**src/i2wt_pkg.sv**
```systemverilog
package i2wt_pkg;

    // Field and bus widths
    localparam int ValueW   = 31;
    localparam int DataInW  = 32;
    localparam int WordW    = 5;
    localparam int DataOutW = 8;

    // Binary to BCD conversion: ten decimal digits, two bits a cycle
    localparam int NumDigits     = 10;
    localparam int BcdW          = 4 * NumDigits;
    localparam int BinW          = 32;
    localparam int StepsPerCycle = 2;
    localparam int ConvCycles    = BinW / StepsPerCycle;
    localparam int CntW          = $clog2(ConvCycles);

    // Token slots: four groups of five slots, then one slot for Zero
    localparam int NumGroups     = 4;
    localparam int SlotsPerGroup = 5;
    localparam int ZeroPos       = NumGroups * SlotsPerGroup;
    localparam int NumPos        = ZeroPos + 1;
    localparam int PosW          = $clog2(NumPos);

    typedef logic [WordW-1:0] word_t;
    typedef logic [3:0]       digit_t;

    // Word token codes
    localparam word_t TOK_ZERO      = 5'd0;
    localparam word_t TOK_TEN       = 5'd10;
    localparam word_t TOK_TENS_BASE = 5'd18;
    localparam word_t TOK_HUNDRED   = 5'd28;
    localparam word_t TOK_THOUSAND  = 5'd29;
    localparam word_t TOK_MILLION   = 5'd30;
    localparam word_t TOK_BILLION   = 5'd31;

    typedef enum logic [1:0] {
        ST_IDLE,
        ST_CONV,
        ST_BUILD,
        ST_EMIT
    } state_t;

    // Controller to datapath
    typedef struct packed {
        logic load;
        logic shift;
        logic build;
        logic emit;
    } cmd_t;

    // Datapath to controller
    typedef struct packed {
        logic out_free;
        logic last_tok;
    } status_t;

    // One shift-and-add-3 step over all digits
    function automatic logic [BcdW-1:0] dabble(input logic [BcdW-1:0] bcd,
                                               input logic bit_in);
        logic [BcdW-1:0] adj;
        adj = bcd;
        for (int i = 0; i < NumDigits; i++) begin
            if (adj[4*i +: 4] >= 4'd5) begin
                adj[4*i +: 4] = adj[4*i +: 4] + 4'd3;
            end
        end
        return {adj[BcdW-2:0], bit_in};
    endfunction

    // Index of the lowest set bit
    function automatic logic [PosW-1:0] lowest_pos(input logic [NumPos-1:0] m);
        logic [PosW-1:0] p;
        p = '0;
        for (int i = NumPos - 1; i >= 0; i--) begin
            if (m[i]) begin
                p = PosW'(i);
            end
        end
        return p;
    endfunction

endpackage

```
**src/i2wt_ctrl.sv**
```systemverilog
module i2wt_ctrl (
    input  logic              aclk,
    input  logic              aresetn,
    input  logic              s_tvalid,
    output logic              s_tready,
    output i2wt_pkg::cmd_t    cmd,
    input  i2wt_pkg::status_t status
);
    import i2wt_pkg::*;

    state_t            state_reg, state_next;
    logic [CntW-1:0]   cnt_reg, cnt_next;

    // State and step counter
    always_ff @(posedge aclk) begin
        if (!aresetn) begin
            state_reg <= ST_IDLE;
            cnt_reg   <= '0;
        end else begin
            state_reg <= state_next;
            cnt_reg   <= cnt_next;
        end
    end

    // Sequence one number: accept, convert, build slot mask, emit tokens
    always_comb begin
        state_next = state_reg;
        cnt_next   = cnt_reg;
        cmd        = '0;
        s_tready   = 1'b0;
        case (state_reg)
            ST_IDLE: begin
                s_tready = 1'b1;
                if (s_tvalid) begin
                    cmd.load   = 1'b1;
                    cnt_next   = '0;
                    state_next = ST_CONV;
                end
            end
            ST_CONV: begin
                cmd.shift = 1'b1;
                cnt_next  = cnt_reg + CntW'(1);
                if (cnt_reg == CntW'(ConvCycles - 1)) begin
                    state_next = ST_BUILD;
                end
            end
            ST_BUILD: begin
                cmd.build  = 1'b1;
                state_next = ST_EMIT;
            end
            ST_EMIT: begin
                if (status.out_free) begin
                    cmd.emit = 1'b1;
                    if (status.last_tok) begin
                        state_next = ST_IDLE;
                    end
                end
            end
            default: begin
                state_next = ST_IDLE;
            end
        endcase
    end

endmodule

```
**src/i2wt_datapath.sv**
```systemverilog
module i2wt_datapath (
    input  logic                              aclk,
    input  logic                              aresetn,
    input  i2wt_pkg::cmd_t                    cmd,
    output i2wt_pkg::status_t                 status,
    input  logic [i2wt_pkg::DataInW-1:0]      s_tdata,
    output logic                              m_tvalid,
    input  logic                              m_tready,
    output logic [i2wt_pkg::DataOutW-1:0]     m_tdata,
    output logic                              m_tlast
);
    import i2wt_pkg::*;

    logic [BinW-1:0]   bin_reg;
    logic [BcdW-1:0]   bcd_reg;
    logic [NumPos-1:0] mask_reg;
    logic              m_tvalid_reg;
    word_t             word_reg;
    logic              last_reg;

    logic [BcdW-1:0]   bcd_step1, bcd_step2;
    digit_t            grp_h [NumGroups];
    digit_t            grp_t [NumGroups];
    digit_t            grp_o [NumGroups];
    word_t             grp_scale [NumGroups];
    logic [NumPos-1:0] slot_valid;
    word_t             tok_vec [2**PosW];
    logic [PosW-1:0]   pos;
    logic [NumPos-1:0] mask_rest;

    // Two conversion steps a cycle, top bits of the binary word first
    assign bcd_step1 = dabble(bcd_reg, bin_reg[BinW-1]);
    assign bcd_step2 = dabble(bcd_step1, bin_reg[BinW-2]);

    // Split digits into groups, billion group first
    always_comb begin
        grp_h[0] = '0;
        grp_t[0] = '0;
        grp_o[0] = bcd_reg[39:36];
        grp_h[1] = bcd_reg[35:32];
        grp_t[1] = bcd_reg[31:28];
        grp_o[1] = bcd_reg[27:24];
        grp_h[2] = bcd_reg[23:20];
        grp_t[2] = bcd_reg[19:16];
        grp_o[2] = bcd_reg[15:12];
        grp_h[3] = bcd_reg[11:8];
        grp_t[3] = bcd_reg[7:4];
        grp_o[3] = bcd_reg[3:0];
        grp_scale[0] = TOK_BILLION;
        grp_scale[1] = TOK_MILLION;
        grp_scale[2] = TOK_THOUSAND;
        grp_scale[3] = TOK_ZERO;
    end

    // Work out which slots speak and what each one says
    always_comb begin
        for (int p = 0; p < 2**PosW; p++) begin
            tok_vec[p] = TOK_ZERO;
        end
        slot_valid = '0;
        for (int g = 0; g < NumGroups; g++) begin
            slot_valid[g*SlotsPerGroup + 0] = (grp_h[g] != '0);
            slot_valid[g*SlotsPerGroup + 1] = (grp_h[g] != '0);
            slot_valid[g*SlotsPerGroup + 2] = (grp_t[g] != '0) || (grp_o[g] != '0);
            slot_valid[g*SlotsPerGroup + 3] = (grp_t[g] >= 4'd2) && (grp_o[g] != '0);
            slot_valid[g*SlotsPerGroup + 4] = (g != NumGroups - 1) &&
                ((grp_h[g] != '0) || (grp_t[g] != '0) || (grp_o[g] != '0));

            tok_vec[g*SlotsPerGroup + 0] = {1'b0, grp_h[g]};
            tok_vec[g*SlotsPerGroup + 1] = TOK_HUNDRED;
            if (grp_t[g] >= 4'd2) begin
                tok_vec[g*SlotsPerGroup + 2] = TOK_TENS_BASE + {1'b0, grp_t[g]};
            end else if (grp_t[g] == 4'd1) begin
                tok_vec[g*SlotsPerGroup + 2] = TOK_TEN + {1'b0, grp_o[g]};
            end else begin
                tok_vec[g*SlotsPerGroup + 2] = {1'b0, grp_o[g]};
            end
            tok_vec[g*SlotsPerGroup + 3] = {1'b0, grp_o[g]};
            tok_vec[g*SlotsPerGroup + 4] = grp_scale[g];
        end
        slot_valid[ZeroPos] = (bcd_reg == '0);
        tok_vec[ZeroPos]    = TOK_ZERO;
    end

    // Next token is the lowest pending slot
    assign pos       = lowest_pos(mask_reg);
    assign mask_rest = mask_reg & (mask_reg - NumPos'(1));

    assign status.last_tok = (mask_rest == '0);
    assign status.out_free = !m_tvalid_reg || m_tready;

    // Conversion and slot mask registers
    always_ff @(posedge aclk) begin
        if (cmd.load) begin
            bin_reg <= {{(BinW - ValueW){1'b0}}, s_tdata[ValueW-1:0]};
            bcd_reg <= '0;
        end else if (cmd.shift) begin
            bin_reg <= {bin_reg[BinW-StepsPerCycle-1:0], {StepsPerCycle{1'b0}}};
            bcd_reg <= bcd_step2;
        end
        if (cmd.build) begin
            mask_reg <= slot_valid;
        end else if (cmd.emit) begin
            mask_reg <= mask_rest;
        end
    end

    // Output register: load on emit, drop valid once taken
    always_ff @(posedge aclk) begin
        if (!aresetn) begin
            m_tvalid_reg <= 1'b0;
        end else if (cmd.emit) begin
            m_tvalid_reg <= 1'b1;
        end else if (m_tready) begin
            m_tvalid_reg <= 1'b0;
        end
    end

    always_ff @(posedge aclk) begin
        if (cmd.emit) begin
            word_reg <= tok_vec[pos];
            last_reg <= (mask_rest == '0);
        end
    end

    assign m_tvalid = m_tvalid_reg;
    assign m_tdata  = {{(DataOutW - WordW){1'b0}}, word_reg};
    assign m_tlast  = last_reg;

endmodule

```
**src/integer_to_word_tokens.sv**
```systemverilog
// Spells a non-negative integer as a run of English number word tokens.
// Input channel s_*: one item per number, value in s_tdata[30:0].
// Output channel m_*: one item per word token, code in m_tdata[4:0],
// m_tlast high on the final token of the number.
// Each number is first converted to ten BCD digits by a shift-and-add-3
// unit that takes two bits a cycle, then a slot mask of the tokens to
// speak is built, then tokens leave one per cycle while the receiver
// keeps up. A number spells as one to sixteen tokens.
// The next number is accepted as soon as the final token has been loaded
// into the output register, even if the receiver has not yet taken it.
// If the receiver stalls, the current token holds in the output register
// and emission pauses. Reset (aresetn low, synchronous) returns the
// controller to idle and clears the output valid.
module integer_to_word_tokens (
    input  logic                          aclk,
    input  logic                          aresetn,
    input  logic                          s_tvalid,
    output logic                          s_tready,
    input  logic [i2wt_pkg::DataInW-1:0]  s_tdata,   // [30:0] value
    output logic                          m_tvalid,
    input  logic                          m_tready,
    output logic [i2wt_pkg::DataOutW-1:0] m_tdata,   // [4:0] word
    output logic                          m_tlast
);
    import i2wt_pkg::*;

    cmd_t    cmd;
    status_t status;

    i2wt_ctrl u_ctrl (
        .aclk     (aclk),
        .aresetn  (aresetn),
        .s_tvalid (s_tvalid),
        .s_tready (s_tready),
        .cmd      (cmd),
        .status   (status)
    );

    i2wt_datapath u_datapath (
        .aclk     (aclk),
        .aresetn  (aresetn),
        .cmd      (cmd),
        .status   (status),
        .s_tdata  (s_tdata),
        .m_tvalid (m_tvalid),
        .m_tready (m_tready),
        .m_tdata  (m_tdata),
        .m_tlast  (m_tlast)
    );

endmodule

```
**config.mk**
```make
export PLATFORM = sky130hd
export DESIGN_NAME = integer_to_word_tokens
export DESIGN_NICKNAME = d
export VERILOG_FILES = /design/src/i2wt_pkg.sv /design/src/i2wt_ctrl.sv /design/src/i2wt_datapath.sv /design/src/integer_to_word_tokens.sv
export SDC_FILE = /design/constraint.sdc
export NUM_CORES = 1
export LEC_CHECK = 0
export BUFFER_PORTS_ARGS = -buffer_cell sky130_fd_sc_hd__buf_4
export CAP_MARGIN = 20
export CORE_MARGIN = 4
export CORE_UTILIZATION = 40
export CTS_CLUSTER_DIAMETER = 100
export CTS_CLUSTER_SIZE = 20
export DETAILED_ROUTE_END_ITERATION = 10
export GPL_TIMING_DRIVEN = 0
export SYNTH_ARGS = -nofsm -noshare
export SYNTH_HDL_FRONTEND = slang
export SYNTH_HIERARCHICAL = 1
export SYNTH_SLANG_ARGS = --single-unit
```
**constraint.sdc**
```tcl
create_clock -name aclk -period 3.52 [get_ports aclk]
set_input_delay 0.528 -clock aclk [delete_from_list [all_inputs] [get_ports aclk]]
set_output_delay 0.528 -clock aclk [all_outputs]
set_load 0.02 [all_outputs]
```
==> impl_metrics.json <==
{
  "cp.buffers_inverters": 1,
  "ys_top_cells_by_area": "edfxtp_1 (21%), dfxtp_1 (13%), ha_1 (10%)",
  "fp.dieW_um": 148,
  "ant_nets": 0,
  "cp_max_fo": 10,
  "grt.total_usage_pct": 17.9,
  "htree_levels": 3,
  "cp.depth": 12,
  "cts_buffers": 9,
  "die-area_um2": 22000,
  "rr_worst_depth": 12,
  "worstSetupPathType": "flip-flop to flip-flop",
  "ys_types": 77,
  "worstSetupStartpointType": "flip-flop",
  "finalInstanceArea_um2": 8840,
  "syn_avg_cell_area_um2": 9.01,
  "core_area_um2": 19400,
  "clk_path_buf_depth": 2,
  "chipHeight_um": 148,
  "drt-wirelength-per-cell_um": 16.4,
  "largest_reg_flops": 40,
  "place_area_um2": 8520,
  "arrival_ns": 3.33,
  "status": "completed",
  "critical-path-max-stage-delay_ns": 0.40,
  "rows": 51,
  "postRouteWirelength_um": 19600,
  "ys.flop_type": "edfxtp_1",
  "period_minus_slack_ns": 3.04,
  "drive_gt1_share_pct": 14.3,
  "port_buffers": 42,
  "finalHoldViolCount": 0,
  "grt_pass1_wl_um": 31800,
  "route.met2.wl_um": 9060,
  "layout.cells.non_filler": 1198,
  "insertion_delay_ns": 0.36,
  "cts_tree": "yes",
  "cp_cell_sequence": "buf_6 -> or3_4 -> nor4_4 -> nand2_2 -> or3_4 -> maj3_2 -> nor2_1 -> o2111a_1 -> nand2_1 -> a221oi_4 -> o211ai_1 -> o21ai_1",
  "num_vias": 6553,
  "route.met3.wl_um": 1150,
  "syn_area_um2": 7870,
  "synthTopCellsByCount": "nor2_1 (87), ha_1 (66), edfxtp_1 (54), inv_1 (54), nand2_1 (54)",
  "grt_pass1_vias": 6238,
  "grt_max_degree": 32,
  "synth_seq_cells": 104,
  "dpl.cell_count": 1182,
  "yosys.area.top_type_share_pct": 20.6,
  "power_w": 0.00832,
  "powerDensity_nw_per_um2": 941,
  "rsz0062_at_grt": "false",
  "yosys.area.top_type": "edfxtp_1",
  "vias_per_cell": 5.47,
  "ctsHoldBuffers": 0,
  "setup_viol": 0,
  "path_common_cell": "or3_4",
  "antenna_found_initial": 0,
  "cts_root_buf": "clkbuf_16",
  "synth_most_common_cell": "nor2_1",
  "area_delta_synth_final_pct": 12.4,
  "leakage_nw": 3.47,
  "async_flop_share_pct": 0,
  "fin_util_pct": 45.6,
  "pin_count": 47,
  "worst_pin_slew_ns": 0.931,
  "topRoutingLayerUsed": "met4",
  "fmax_ghz": 0.329,
  "first_pass_iters": 5,
  "nets": 1030,
  "fin_crit_sh_pct": 86.4,
  "cts-resized-gates": 0,
  "post-cts-setup-buffers": 0,
  "crit_required_ns": 3.81,
  "drv_cap": 0,
  "end_kind": "flip-flop",
  "synth_edf_count": 54,
  "gp_congestion": 0.891,
  "initial_core_util_pct": 40.6,
  "gr-total-overflow": 0,
  "cpLargestDelayFamily": "simple AND/OR/NAND/NOR gates",
  "slowest_stage": "or3_4",
  "tns_ns": 0,
  "ys_seq_area_share_pct": 33.3,
  "cts.sinks": 104,
  "r2r_slack_ns": 0.48,
  "drc": 0,
  "ir_drop_mv": 0.366,
  "dpl.hpwl_um": 15000,
  "cts.clk_slew.worst_paths_ns": 0.07,
  "netlist_instances": 873,
  "wl_met1_um": 9010,
  "yosys_warnings": 6,
  "min_path_cells": 2,
  "drt_iter0_markers": 368,
  "report.final.slew_viol_count": 0,
  "antenna_cells": 0,
  "maxSlewHeadroom_pct": 37.4,
  "hold_class": "input port to flip-flop",
  "fin_skew_ns": 0.0105
}
report_power, final:
group          total, W  internal [W]  switching [W]
registers       0.00228       0.00189       0.000382
clock network   0.00105      0.000598       0.000457
logic           0.00498       0.00201        0.00297
total           0.00832       0.00450        0.00381
placed cells by master, fill, tap and decap left out, drive strengths merged, types with 4 or more instances in the layout:
cell	count
xnor2	24
nand2	56
a211oi	31
buf	54
nor3	14
nand2b	29
nor3b	11
mux2i	25
a21boi	12
inv	54
ha	66
or3	7
a31oi	7
o211ai	10
nand4	5
mux2	37
nand3	14
a311oi	7
dfxtp	50
clkbuf	47
a21oi	52
o21ai	41
o21a	4
nor4	12
nor2	87
o41ai	4
edfxtp	54
xor2	4
a22oi	7
or2	6
a32o	5
and2	6
a21o	14
nor2b	11
a31o	5
final cells by class:
type	instances	area (um^2)
clock inverters	4	40.0
plain buffers	47	220
repair buffers	42	315
multi-input cells	670	4830
flip-flops and latches	104	2620
well taps	265	332
clock buffers	12	278
inverters	54	203
fillers	1946	10600
worst paths after layout:
path	endpoint	from
max	u_ctrl/state_reg[0]	u_datapath/mask_reg[5]
min	u_datapath/m_tvalid	aresetn
max reg2reg	u_ctrl/state_reg[0]	u_datapath/mask_reg[5]
min reg2reg	u_datapath/bcd_reg[0]	u_datapath/bin_reg[30]
layer usage:
layer / GRT usage, % / up-vias
met3: 4.17 / 27
li1: - / 3301
met5: 0 / -
met1: 23.5 / 3067
met4: 5.31 / 0
met2: 29.5 / 158
per-stage QoR:
step           hold slack (ns)  worst slack (ns)
3_5_place_dp             0.472             0.482
4_1_cts                  0.434             0.474
6_report                 0.446             0.479
5_1_grt                  0.440             0.295
2_1_floorplan            0.457             0.792
3_3_place_gp             0.463             0.483
kinds of logic after synthesis:
family,after synthesis,synth area share (%)
simple gates,273,18.0
compound gates,237,21.0
flops,104,33.3
buf+inv,101,5.38
fa+ha+maj,67,10.6
mux,62,8.48
xor+xnor,28,3.12
other cells,1,0.0477
No activity file was read; power rests on OpenSTA's default activity.
